[src/rtl/ure_pkg.sv]
`timescale 1ns / 1ps
`default_nettype none
// ----------------------------------------------------------------------------
// ure_pkg
// Shared types and constants for the ultrasonic echo ranger.
// ----------------------------------------------------------------------------
package ure_pkg;

	localparam int BUF_DEPTH = 16;
	localparam int DIST_BITS = 12;
	localparam int IDX_W     = $clog2(BUF_DEPTH);
	localparam int FILL_W    = $clog2(BUF_DEPTH + 1);
	localparam int LOSS_W    = 16;
	localparam int CNT_W     = 24;
	localparam int TRIG_W    = 16;
	localparam int CFG_W     = 24;

	localparam logic [DIST_BITS-1:0] DIST_MAX = {DIST_BITS{1'b1}};
	localparam logic [LOSS_W-1:0]    LOSS_MAX = {LOSS_W{1'b1}};

	typedef enum logic [1:0] {
		REQ_TICK   = 2'd0,
		REQ_ENABLE = 2'd1,
		REQ_READ   = 2'd2
	} req_t;

	typedef enum logic [1:0] {
		ST_OK    = 2'd0,
		ST_BUSY  = 2'd1,
		ST_EMPTY = 2'd2
	} status_t;

	typedef enum logic [1:0] {
		CFG_MODE    = 2'd0,
		CFG_TRIG    = 2'd1,
		CFG_PERIOD  = 2'd2,
		CFG_TPU     = 2'd3
	} cfg_idx_t;

	typedef enum logic [1:0] {
		TRIG_IDLE  = 2'd0,
		TRIG_PULSE = 2'd1,
		TRIG_GAP   = 2'd2
	} trig_phase_t;

	typedef struct packed {
		logic              mode;
		logic [TRIG_W-1:0] trigger_ticks;
		logic [CNT_W-1:0]  period_ticks;
		logic [CNT_W-1:0]  ticks_per_unit;
	} cfg_t;

	typedef struct packed {
		logic tick;
		logic start;
		logic run_set;
		logic run_clr;
	} trig_cmd_t;

	typedef struct packed {
		logic running;
		logic idle;
		logic level_next;
		logic restart;
	} trig_stat_t;

	typedef struct packed {
		logic push;
		logic pop;
		logic clear;
	} ring_cmd_t;

	typedef struct packed {
		logic              empty;
		logic [FILL_W-1:0] fill_next;
		logic [LOSS_W-1:0] lost_next;
	} ring_stat_t;

endpackage
`default_nettype wire

[src/rtl/ure_trigger.sv]
`timescale 1ns / 1ps
`default_nettype none
// ----------------------------------------------------------------------------
// ure_trigger
// Trigger pulse sequencer: pulse high phase, periodic gap, idle.
// ----------------------------------------------------------------------------
module ure_trigger (
	input  wire                      clk,
	input  wire                      arst_n,
	input  ure_pkg::cfg_t            cfg,
	input  ure_pkg::trig_cmd_t       cmd,
	output ure_pkg::trig_stat_t      stat
);
	import ure_pkg::*;

	trig_phase_t        phase_q, phase_d;
	logic [CNT_W-1:0]   cnt_q, cnt_d;
	logic               run_q, run_d;
	logic [CNT_W-1:0]   cnt_inc;
	logic               pulse_done, gap_done;

	assign cnt_inc    = cnt_q + 1'b1;
	assign pulse_done = cnt_inc >= {{(CNT_W-TRIG_W){1'b0}}, cfg.trigger_ticks};
	assign gap_done   = cnt_inc >= cfg.period_ticks;

	always_comb begin
		phase_d = phase_q;
		cnt_d   = cnt_q;
		run_d   = run_q;
		if (cmd.tick) begin
			case (phase_q)
				TRIG_PULSE: begin
					cnt_d = cnt_inc;
					if (pulse_done) begin
						cnt_d   = '0;
						phase_d = run_q ? TRIG_GAP : TRIG_IDLE;
					end
				end
				TRIG_GAP: begin
					cnt_d = cnt_inc;
					if (gap_done) begin
						cnt_d   = '0;
						phase_d = run_q ? TRIG_PULSE : TRIG_IDLE;
					end
				end
				default: phase_d = TRIG_IDLE;
			endcase
		end else begin
			if (cmd.run_set)
				run_d = 1'b1;
			if (cmd.run_clr) begin
				run_d = 1'b0;
				if (phase_q == TRIG_GAP) begin
					phase_d = TRIG_IDLE;
					cnt_d   = '0;
				end
			end
			if (cmd.start) begin
				phase_d = TRIG_PULSE;
				cnt_d   = '0;
			end
		end
	end

	always_comb begin
		stat.running    = run_q;
		stat.idle       = (phase_q == TRIG_IDLE);
		stat.level_next = (phase_d == TRIG_PULSE);
		// gap ran out while still running: new pulse, new measurement
		stat.restart    = cmd.tick && (phase_q == TRIG_GAP) && gap_done && run_q;
	end

	always_ff @(posedge clk or negedge arst_n) begin
		if (!arst_n) begin
			phase_q <= TRIG_IDLE;
			cnt_q   <= '0;
			run_q   <= 1'b0;
		end else begin
			phase_q <= phase_d;
			cnt_q   <= cnt_d;
			run_q   <= run_d;
		end
	end

endmodule
`default_nettype wire

[src/rtl/ure_echo.sv]
`timescale 1ns / 1ps
`default_nettype none
// ----------------------------------------------------------------------------
// ure_echo
// Echo width meter: counts high ticks in units of ticks_per_unit.
// ----------------------------------------------------------------------------
module ure_echo (
	input  wire                           clk,
	input  wire                           arst_n,
	input  wire [ure_pkg::CNT_W-1:0]      ticks_per_unit,
	input  wire                           tick,
	input  wire                           level,
	output logic                          fall,
	output logic [ure_pkg::DIST_BITS-1:0] dist_units
);
	import ure_pkg::*;

	logic                 prev_q;
	logic [CNT_W-1:0]     pre_q, pre_d;
	logic [DIST_BITS-1:0] acc_q, acc_d;
	logic [CNT_W-1:0]     div, pre_inc;
	logic [DIST_BITS-1:0] acc_base;

	// zero divisor behaves as one
	assign div        = (ticks_per_unit == '0) ? {{(CNT_W-1){1'b0}}, 1'b1} : ticks_per_unit;
	// a rising edge restarts the measurement
	assign pre_inc    = (prev_q ? pre_q : '0) + 1'b1;
	assign acc_base   = prev_q ? acc_q : '0;
	assign fall       = tick && !level && prev_q;
	assign dist_units = acc_q;

	always_comb begin
		pre_d = pre_q;
		acc_d = acc_q;
		if (tick && level) begin
			if (pre_inc >= div) begin
				pre_d = '0;
				acc_d = (acc_base == DIST_MAX) ? acc_base : acc_base + 1'b1;
			end else begin
				pre_d = pre_inc;
				acc_d = acc_base;
			end
		end
	end

	always_ff @(posedge clk or negedge arst_n) begin
		if (!arst_n) begin
			prev_q <= 1'b0;
			pre_q  <= '0;
			acc_q  <= '0;
		end else begin
			pre_q <= pre_d;
			acc_q <= acc_d;
			if (tick)
				prev_q <= level;
		end
	end

endmodule
`default_nettype wire

[src/rtl/ure_ring.sv]
`timescale 1ns / 1ps
`default_nettype none
// ----------------------------------------------------------------------------
// ure_ring
// Measurement ring buffer with overwrite of the oldest entry and loss count.
// ----------------------------------------------------------------------------
module ure_ring (
	input  wire                           clk,
	input  wire                           arst_n,
	input  ure_pkg::ring_cmd_t            cmd,
	input  wire [ure_pkg::DIST_BITS-1:0]  wr_data,
	output logic [ure_pkg::DIST_BITS-1:0] rd_data,
	output ure_pkg::ring_stat_t           stat
);
	import ure_pkg::*;

	logic [DIST_BITS-1:0] mem [BUF_DEPTH];
	logic [IDX_W-1:0]     head_q, head_d, tail_q, tail_d;
	logic [FILL_W-1:0]    fill_q, fill_d;
	logic [LOSS_W-1:0]    lost_q, lost_d;
	logic                 full;

	function automatic logic [IDX_W-1:0] nxt(input logic [IDX_W-1:0] i);
		nxt = (i == IDX_W'(BUF_DEPTH - 1)) ? '0 : i + 1'b1;
	endfunction

	assign full = (fill_q == FILL_W'(BUF_DEPTH));

	always_comb begin
		head_d = head_q;
		tail_d = tail_q;
		fill_d = fill_q;
		lost_d = lost_q;
		if (cmd.clear) begin
			head_d = '0;
			tail_d = '0;
			fill_d = '0;
			lost_d = '0;
		end else if (cmd.push) begin
			tail_d = nxt(tail_q);
			if (full) begin
				head_d = nxt(head_q);
				if (lost_q != LOSS_MAX)
					lost_d = lost_q + 1'b1;
			end else begin
				fill_d = fill_q + 1'b1;
			end
		end else if (cmd.pop) begin
			head_d = nxt(head_q);
			fill_d = fill_q - 1'b1;
		end
	end

	always_comb begin
		stat.empty     = (fill_q == '0);
		stat.fill_next = fill_d;
		stat.lost_next = lost_d;
	end

	// popped entry is registered and held until the next pop
	always_ff @(posedge clk) begin
		if (cmd.push && !cmd.clear)
			mem[tail_q] <= wr_data;
		if (cmd.pop)
			rd_data <= mem[head_q];
	end

	always_ff @(posedge clk or negedge arst_n) begin
		if (!arst_n) begin
			head_q <= '0;
			tail_q <= '0;
			fill_q <= '0;
			lost_q <= '0;
		end else begin
			head_q <= head_d;
			tail_q <= tail_d;
			fill_q <= fill_d;
			lost_q <= lost_d;
		end
	end

endmodule
`default_nettype wire

[src/rtl/ultrasonic_echo_ranger.sv]
`timescale 1ns / 1ps
`default_nettype none
// ----------------------------------------------------------------------------
// ultrasonic_echo_ranger
// Trigger pulse generator, echo width meter and measurement ring buffer.
// Pipeline: an accepted beat passes the input register (s1), then the result
//   register; state is updated in the cycle the item leaves s1.
// Throughput: one beat per cycle while out_stall is low; the output register
//   lets a new beat be taken while a result is waiting.
// Reset: arst_n clears all control state, config returns to its defaults.
// ----------------------------------------------------------------------------
module ultrasonic_echo_ranger (
	input  wire                           clk,
	input  wire                           arst_n,
	input  wire                           cfg_valid,
	output logic                          cfg_ready,
	input  wire [1:0]                     cfg_index,
	input  wire [ure_pkg::CFG_W-1:0]      cfg_data,
	input  wire                           in_valid,
	output logic                          in_stall,
	input  wire [1:0]                     req_type,
	input  wire                           echo_level,
	input  wire                           enable_value,
	output logic                          out_valid,
	input  wire                           out_stall,
	output logic                          trigger_level,
	output logic                          read_valid,
	output logic [ure_pkg::DIST_BITS-1:0] read_distance,
	output logic [ure_pkg::FILL_W-1:0]    entries,
	output logic [ure_pkg::LOSS_W-1:0]    loss_count,
	output logic                          busy_res,
	output logic [1:0]                    status
);
	import ure_pkg::*;

	cfg_t                 cfg_q;
	logic                 valid_s1;
	logic [1:0]           req_s1;
	logic                 echo_s1, en_s1;
	logic                 res_valid_q;
	logic                 ongoing_q, ongoing_d;
	logic                 adv, proc;
	trig_cmd_t            tcmd;
	trig_stat_t           tstat;
	ring_cmd_t            rcmd;
	ring_stat_t           rstat;
	logic                 fall;
	logic [DIST_BITS-1:0] meas, rd_data;
	status_t              st_d;

	assign cfg_ready = 1'b1;

	always_ff @(posedge clk or negedge arst_n) begin
		if (!arst_n) begin
			cfg_q.mode           <= 1'b0;
			cfg_q.trigger_ticks  <= TRIG_W'(20);
			cfg_q.period_ticks   <= CNT_W'(100000);
			cfg_q.ticks_per_unit <= CNT_W'(58);
		end else if (cfg_valid && cfg_ready) begin
			case (cfg_idx_t'(cfg_index))
				CFG_MODE:   cfg_q.mode           <= cfg_data[0];
				CFG_TRIG:   cfg_q.trigger_ticks  <= cfg_data[TRIG_W-1:0];
				CFG_PERIOD: cfg_q.period_ticks   <= cfg_data[CNT_W-1:0];
				CFG_TPU:    cfg_q.ticks_per_unit <= cfg_data[CNT_W-1:0];
				default:    ;
			endcase
		end
	end

	// s1 drains whenever the result register is free or being taken
	assign adv      = !res_valid_q || !out_stall;
	assign proc     = valid_s1 && adv;
	assign in_stall = valid_s1 && !adv;

	always_ff @(posedge clk or negedge arst_n) begin
		if (!arst_n) begin
			valid_s1 <= 1'b0;
		end else if (in_valid && !in_stall) begin
			valid_s1 <= 1'b1;
		end else if (proc) begin
			valid_s1 <= 1'b0;
		end
	end

	always_ff @(posedge clk) begin
		if (in_valid && !in_stall) begin
			req_s1  <= req_type;
			echo_s1 <= echo_level;
			en_s1   <= enable_value;
		end
	end

	always_comb begin
		tcmd      = '0;
		rcmd      = '0;
		st_d      = ST_OK;
		ongoing_d = ongoing_q;
		if (proc) begin
			case (req_t'(req_s1))
				REQ_TICK: begin
					tcmd.tick = 1'b1;
					rcmd.push = fall;
					if (tstat.restart)
						ongoing_d = 1'b1;
					else if (fall)
						ongoing_d = 1'b0;
				end
				REQ_ENABLE: begin
					if (!cfg_q.mode) begin
						if (ongoing_q) begin
							st_d = ST_BUSY;
						end else begin
							rcmd.clear = en_s1;
							tcmd.start = 1'b1;
							ongoing_d  = 1'b1;
						end
					end else if (en_s1) begin
						if (!tstat.running) begin
							tcmd.run_set = 1'b1;
							if (tstat.idle) begin
								tcmd.start = 1'b1;
								ongoing_d  = 1'b1;
							end
						end
					end else begin
						tcmd.run_clr = 1'b1;
					end
				end
				REQ_READ: begin
					if (rstat.empty) begin
						st_d = ST_EMPTY;
						if (!ongoing_q) begin
							tcmd.start = 1'b1;
							ongoing_d  = 1'b1;
						end
					end else begin
						rcmd.pop = 1'b1;
					end
				end
				default: ;
			endcase
		end
	end

	always_ff @(posedge clk or negedge arst_n) begin
		if (!arst_n) begin
			ongoing_q   <= 1'b0;
			res_valid_q <= 1'b0;
		end else begin
			ongoing_q <= ongoing_d;
			if (adv)
				res_valid_q <= valid_s1;
		end
	end

	always_ff @(posedge clk) begin
		if (proc) begin
			trigger_level <= tstat.level_next;
			read_valid    <= rcmd.pop;
			entries       <= rstat.fill_next;
			loss_count    <= rstat.lost_next;
			busy_res      <= ongoing_d;
			status        <= st_d;
		end
	end

	// ring holds the popped entry in its read register until the next pop
	assign read_distance = read_valid ? rd_data : '0;

	assign out_valid = res_valid_q;

	ure_trigger u_trigger (
		.clk    (clk),
		.arst_n (arst_n),
		.cfg    (cfg_q),
		.cmd    (tcmd),
		.stat   (tstat)
	);

	ure_echo u_echo (
		.clk            (clk),
		.arst_n         (arst_n),
		.ticks_per_unit (cfg_q.ticks_per_unit),
		.tick           (tcmd.tick),
		.level          (echo_s1),
		.fall           (fall),
		.dist_units     (meas)
	);

	ure_ring u_ring (
		.clk     (clk),
		.arst_n  (arst_n),
		.cmd     (rcmd),
		.wr_data (meas),
		.rd_data (rd_data),
		.stat    (rstat)
	);

	a_pop_ok: assert property (@(posedge clk) disable iff (!arst_n)
		out_valid && read_valid |-> status == ST_OK)
		else $error("popped beat reports a non-ok status");

	a_empty_read: assert property (@(posedge clk) disable iff (!arst_n)
		proc && req_s1 == REQ_READ && rstat.empty |=> status == ST_EMPTY && !read_valid)
		else $error("read of empty ring not flagged");

	a_busy_keeps: assert property (@(posedge clk) disable iff (!arst_n)
		out_valid && status == ST_BUSY |-> busy_res)
		else $error("enable refused while no measurement ongoing");

	a_fill_bound: assert property (@(posedge clk) disable iff (!arst_n)
		out_valid |-> entries <= FILL_W'(BUF_DEPTH))
		else $error("ring fill count beyond depth");

endmodule
`default_nettype wire
[config.mk]
export PLATFORM = sky130hd
export DESIGN_NAME = ultrasonic_echo_ranger
export DESIGN_NICKNAME = d
export VERILOG_FILES = /design/src/rtl/ure_pkg.sv /design/src/rtl/ure_trigger.sv /design/src/rtl/ure_echo.sv /design/src/rtl/ure_ring.sv /design/src/rtl/ultrasonic_echo_ranger.sv
export SDC_FILE = /design/constraint.sdc
export NUM_CORES = 1
export LEC_CHECK = 0
export BUFFER_PORTS_ARGS = -buffer_cell sky130_fd_sc_hd__buf_4
export CORE_ASPECT_RATIO = 0.8
export CORE_UTILIZATION = 28
export DETAILED_ROUTE_END_ITERATION = 16
export SYNTH_ARGS = -nofsm -noshare
export SYNTH_HDL_FRONTEND = slang
export SYNTH_SLANG_ARGS = --single-unit
[constraint.sdc]
create_clock -name clk -period 14.1 [get_ports clk]
set_input_delay 0.705 -clock clk [delete_from_list [all_inputs] [get_ports clk]]
set_output_delay 0.705 -clock clk [all_outputs]
set_load 0.1 [all_outputs]
### Word-level counts from Yosys, hierarchy flattened

Memories as Yosys holds them, arrays and structs flattened. A register that Yosys moved wholly into a read port is not among the register bits.
Cells that the tools add are included.

| cells by class | value |
|---|---|
| add/sub/neg operators | 8 |
| multipliers | 0 |
| divide/modulo/power cells | 0 |
| order comparisons | 3 |
| equality and inequality tests | 15 |
| shift operators | 0 |
| mux-type cells | 77 |
| bitwise logic cells | 1 |
| reductions and logical operators | 35 |

Operators with widths:

| operator | count |
|---|---|
| 24-bit 2-to-1 mux | 9 |
| 16-bit 2-to-1 mux | 4 |
| 24-bit by 1-bit adder with 24-bit output, second input constant | 2 |
| 24-bit >= comparator | 2 |
| 12-bit 2-to-1 mux | 4 |
| 24-bit one-hot mux with 2 select lines | 1 |
| 4-bit 2-to-1 mux | 9 |
| 1-bit 2-to-1 mux | 29 |
| 24-bit by 16-bit >= comparator with 1-bit output | 1 |
| 24-bit zero test | 1 |
| 2-bit 2-to-1 mux | 12 |
| 5-bit 2-to-1 mux | 4 |
| 16-bit by 1-bit adder with 16-bit output, second input constant | 1 |
| 16-bit != test, second input constant | 1 |
| 12-bit by 1-bit adder with 12-bit output, second input constant | 1 |
| 12-bit == test, second input constant | 1 |
| 2-bit AND reduction | 6 |
| 1-bit logical AND | 10 |
| 3-bit nonzero test | 3 |
| 4-bit by 1-bit adder with 4-bit output, second input constant | 2 |
| 2-bit by 1-bit == test with 1-bit output, second input constant | 4 |
| 2-bit == test, second input constant | 4 |
| 4-bit == test, second input constant | 2 |
| 2-bit one-hot mux with 2 select lines | 2 |
| 14 further kinds | 24 |

| storage, ports and cells | value |
|---|---|
| register bits after elaboration | 191 |
| latch bits | 0 |
| memory bits (writable) | 192 |
| bits in read-only memories | 0 |
| output and inout port bits | 41 |
| memories | 1 |

Memories:

| memory | words | bits a word | read ports | clocked after Yosys merged registers in | write ports | line | text |
|---|---|---|---|---|---|---|---|
| u_ring.mem | 16 | 12 | 1 | 1 | 1 | ure_ring.sv:17 | `logic [DIST_BITS-1:0] mem [BUF_DEPTH];` |

### Depth between registers and ports, before layout

| depth | value |
|---|---|
| word-level depth | 15 |
| mapped depth | 23 |

### By module

From an unflattened synthesis, not the netlist that was laid out.

| unflattened totals | value |
|---|---|
| cell total of the unflattened synthesis | 1556 |
| area, all modules | 19507.5 um^2 |

By module, submodules not included:

| module | times used | cells an instance | area an instance (um^2) |
|---|---|---|---|
| ure_ring | 1 | 569 | 9565.4 |
| ultrasonic_echo_ranger | 1 | 225 | 3867.5 |
| ure_echo | 1 | 399 | 3093.0 |
| ure_trigger | 1 | 363 | 2981.6 |

### Worst setup path before layout

OpenSTA, ideal clock, no wires.

| timing | value |
|---|---|
| kind | register to register |
| from | register u_echo.prev_q |
| to | register u_echo.acc_q[7] (netlist: u_echo.dist_units[7]) |
| setup time | 120 ps |
| arrival | 4992 ps |
| setup slack | 8988 ps |
| stages on the path, launching flop included | 23 |
| buffers on the path | 7 |
| path through | dfrtp_1 clkbuf_1 clkbuf_1 clkbuf_1 buf_1 and2_1 ha_1 nand2_1 nor3_1 and3_1 clkbuf_1 nand4_1 or3_1 xor2_1 ha_1 a21o_1 a21oi_1 o21ai_0 a21oi_1 clkbuf_1 buf_1 o21ai_0 a31o_2 |

| between the ends | value |
|---|---|
| cells in the longest elaborated chain, start to end | 4 |

RTL lines:

| element | line | text |
|---|---|---|
| from (decl) | ure_echo.sv:18 | `logic prev_q;` |
| from (signal assigned) | ure_echo.sv:55 | `prev_q <= level;` |
| 24-bit 2-to-1 mux or 12-bit 2-to-1 mux (tied branches) | ure_echo.sv:27, ure_echo.sv:28 |  |
| 24-bit by 1-bit adder with 24-bit output, or another cell as far along | ure_echo.sv:27 | `assign pre_inc = (prev_q ? pre_q : '0) + 1'b1;` |
| 24-bit >= comparator or 12-bit 2-to-1 mux (tied branches) | ure_echo.sv:36, ure_echo.sv:38 |  |
| 12-bit 2-to-1 mux (*) | ure_echo.sv:36 | `if (pre_inc >= div) begin` |
| to (signal assigned) | ure_echo.sv:50 | `acc_q <= '0;` |
| to (signal assigned) | ure_echo.sv:53 | `acc_q <= acc_d;` |
| to (decl) | ure_echo.sv:20 | `logic [DIST_BITS-1:0] acc_q, acc_d;` |

Every way passes the cells marked *; elsewhere a longest branch is shown, timed or not.
A chain may end at the register's enable or synchronous reset.

### Worst setup path in the final report

| timing | value |
|---|---|
| from | register u_echo.prev_q |
| to | register u_echo.acc_q[3] (netlist: u_echo.dist_units[3]) |

The elaborated chain is that of the path after synthesis.

==> results.sh <==
export IMPL_ant_nets=0
export IMPL_max_stage_delay_ns=0.71
export IMPL_startpoint_type="register"
export IMPL_syn_avg_cell_area_um2=12.6
export IMPL_port_buffer_count=74
export IMPL_ff2ff_path_depth=15
export IMPL_slew_viol_final=0
export IMPL_h_tree_depth=2
export IMPL_clock_path_buffers=3
export IMPL_cts_root_buf="clkbuf_16"
export IMPL_cts_tree="yes"
export IMPL_drt_wirelength_per_cell_um=17.8
export IMPL_period_share=0.346
export IMPL_hp_class="in -> async"
export IMPL_die_w_um=292
export IMPL_synth_nets=1614
export IMPL_coreArea_um2=66100
export IMPL_grt_pass1_wl_mm=68.4
export IMPL_worstPathRequired_ns=14.54
export IMPL_cp_end_kind="register"
export IMPL_slew_headroom=0.172
export IMPL_rsz0062_at_grt="false"
export IMPL_numCtsBuffers=43
export IMPL_place_hpwl_mm=29.2
export IMPL_ctsHoldBuffers=0
export IMPL_startpoint="u_echo.prev_q$_DFFE_PN0P_"
export IMPL_synth_edff_count=234
export IMPL_yosysUniqueCellTypes=79
export IMPL_antenna_found_initial=0
export IMPL_yosysSeqAreaShare=0.587
export IMPL_drtPass1Iterations=5
export IMPL_pin_count=76
export IMPL_fill_cells=6437
export IMPL_min_period_ns=4.88
export IMPL_finalHoldViolations=0
export IMPL_nNetsFinal=1680
export IMPL_postCtsSetupBuffers=0
export IMPL_crit_fanout=55
export IMPL_grt_usage=0.128
export IMPL_setup_viol=0
export IMPL_ys_seq_elements=395
export IMPL_cp_num_cells=15
export IMPL_dr_first_iter_drc_count=959
export IMPL_synthTopCellsByArea="edfxtp_1 (37%), dfrtp_1 (20%), ha_1 (5.4%), mux2_2 (4.7%), mux4_2 (2.9%)"
export IMPL_vias=12000
export IMPL_drc_errors=0
export IMPL_place_congestion=0.831
export IMPL_skew_ns=0.0308
export IMPL_post_synth_top_area_cell="edfxtp_1"
export IMPL_cpLargestDelayFamily="simple AND/OR/NAND/NOR gates"
export IMPL_setup_tns_ns=0
export IMPL_r2r_setup_slack_ns=9.22
export IMPL_dp_cells=2378
export IMPL_num_antenna_cells=0
export IMPL_viasPerCell=4.87
export IMPL_synth_async_reset_ratio=0.408
export IMPL_ys_flop_type="edfxtp_1"
export IMPL_crit_buf_inv=2
export IMPL_power_uw=3210
export IMPL_ys_warnings_count=0
export IMPL_r2r_end="u_echo.dist_units[3]$_DFFE_PN0P_"
export IMPL_synth_top_cell_area_share=0.373
export IMPL_syn_inst=1497
export IMPL_crit_slowest_cell="or4b_2"
export IMPL_final_util=0.328
export IMPL_fmax_ghz=0.205
export IMPL_peakVddDrop_mv=0.123
export IMPL_synthToLayoutAreaGrowth_pct=15.1
export IMPL_dieArea_um2=68400
export IMPL_std_cell_rows=84
export IMPL_timing_rr_start="u_echo.prev_q$_DFFE_PN0P_"
export IMPL_clock_latency_ns=0.58
export IMPL_max_cap_viol_count=0
export IMPL_crit_arrival_ns=5.32
export IMPL_power_density_nw_per_um2=148
export IMPL_drive_gt1_frac=0.183
export IMPL_cts_sinks=395
export IMPL_worst_slew_pin_slew_ns=1.24
export IMPL_p_leak_uw=0.00861
export IMPL_initial_utilization=0.285
export IMPL_cts_resized=0
export IMPL_path_clk_slew_ns=0.07
export IMPL_status="completed"
export IMPL_grt_ovfl_total=0
export IMPL_path_cells="buf_4 > nand2_1 > nor3_1 > and3_1 > nand4_1 > or3_1 > xor2_1 > ha_1 > nand4_1 > o21ai_0 > a21oi_2 > buf_4 > or4b_2 > and3_1 > a211o_1"
export IMPL_routed_wl_mm=43.8
export IMPL_crit_type="reg -> reg"
export IMPL_fin_cells=2457
export IMPL_grt_pass1_vias=11900
export IMPL_endpoint="u_echo.dist_units[3]$_DFFE_PN0P_"
export IMPL_die_h_um=234
export IMPL_grt_max_degree=92
export IMPL_synth_area_um2=18900
[through the flow]
step	setup slack, ns	area, um^2	hold WS, ns
detailed placement	9.27	20300	0.492
global route	8.91	21700	0.293
CTS	9.26	21700	0.255
finish	9.22	21700	0.216
floorplan	8.99	18900	0.409
global placement	9.37	20300	0.465
[synthesized netlist by cell type, types with 24 or more instances]
cell      number
inv_1         82
a21oi_1       49
mux2_2        78
o21ai_0       56
nand4_1       26
nand3_1       53
dfrtp_1      149
mux2i_1       42
nor2_1        62
clkbuf_1      44
nand2_1      143
ha_1          82
xnor2_1       28
and2_1        41
mux4_2        24
edfxtp_1     234
[cell usage in the layout, fill, tap and decap left out, types with 16 or more instances in the layout]
cell,netlist,layout
o21ai_0,56,56
clkbuf_16,0,43
nand4_1,26,26
and2_1,41,41
nand2_1,143,143
xnor2_1,28,28
a22o_1,16,16
buf_4,3,85
dfrtp_1,149,148
nand3_1,53,53
nor3_1,18,18
inv_1,82,82
nor2_1,62,62
mux4_2,24,24
mux2_2,78,78
edfxtp_1,234,234
ha_1,82,82
mux2i_1,42,42
xor2_1,23,23
and3_1,20,20
a21oi_1,49,47
[registers in the layout, indices dropped and copies added, names as in the netlist, 2 cells and up]
name and count:
u_ring.tail_q 4, u_ring.head_q 4, u_trigger.cnt_q 24, req_s1 2, status 2, u_ring.rd_data 12, u_ring.mem 192, u_echo.pre_q 24
loss_count 16, u_ring.fill_q 5, u_trigger.phase_q 2, cfg_q 65, entries 5, u_ring.lost_q 16, u_echo.dist_units 12
[layout make-up]
cell class | count | area, um^2 | share of cell area
clock buffer | 55 | 1130 | 0.0521
clock inverter | 24 | 263 | 0.0121
inverter | 84 | 315 | 0.0145
multi-input combinational | 953 | 7190 | 0.331
sequential | 395 | 11100 | 0.510
tap | 860 | 1080 | 0.0496
timing repair buffer | 86 | 649 | 0.0299
[per-layer routing]
metal	global-route usage	vias to the layer above	wire [um]
li1	-	5665	-
met5	0	-	0
met2	0.207	226	20600
met3	0.0201	56	1810
met4	0.0421	0	986
met1	0.175	6026	20400
[logic make-up after synthesis]
group                      synth area share
DFF                                   0.587
AOI/OAI and AO/OA                    0.0840
and+or+nand+nor                       0.120
muxes                                0.0975
xor gates and xnor gates             0.0249
other                              0.000199
buffers and inverters                0.0320
adders and majority gates            0.0544
[power by group]
group	internal (uW)	leakage (uW)	switching (uW)
clock	662	0.000684	469
combinational	257	0.00373	390
sequential	1330	0.00419	105
[how the worst min path moves through the flow]
stage	cells after the start	startpoint	endpoint	slack (ns)
floorplan	0	arst_n	cfg_q[0]$_DFFE_PN0P_	0.41
global placement	1	valid_s1$_DFFE_PN0P_	out_valid$_DFFE_PN0P_	0.47
detailed placement	2	u_echo.pre_q[5]$_DFFE_PN0P_	u_echo.pre_q[5]$_DFFE_PN0P_	0.49
CTS	1	arst_n	u_ring.lost_q[8]$_DFF_PN0_	0.26
global route	1	arst_n	out_valid$_DFFE_PN0P_	0.29
finish	1	arst_n	out_valid$_DFFE_PN0P_	0.22
Note: power is estimated with default switching activity, not from simulation.
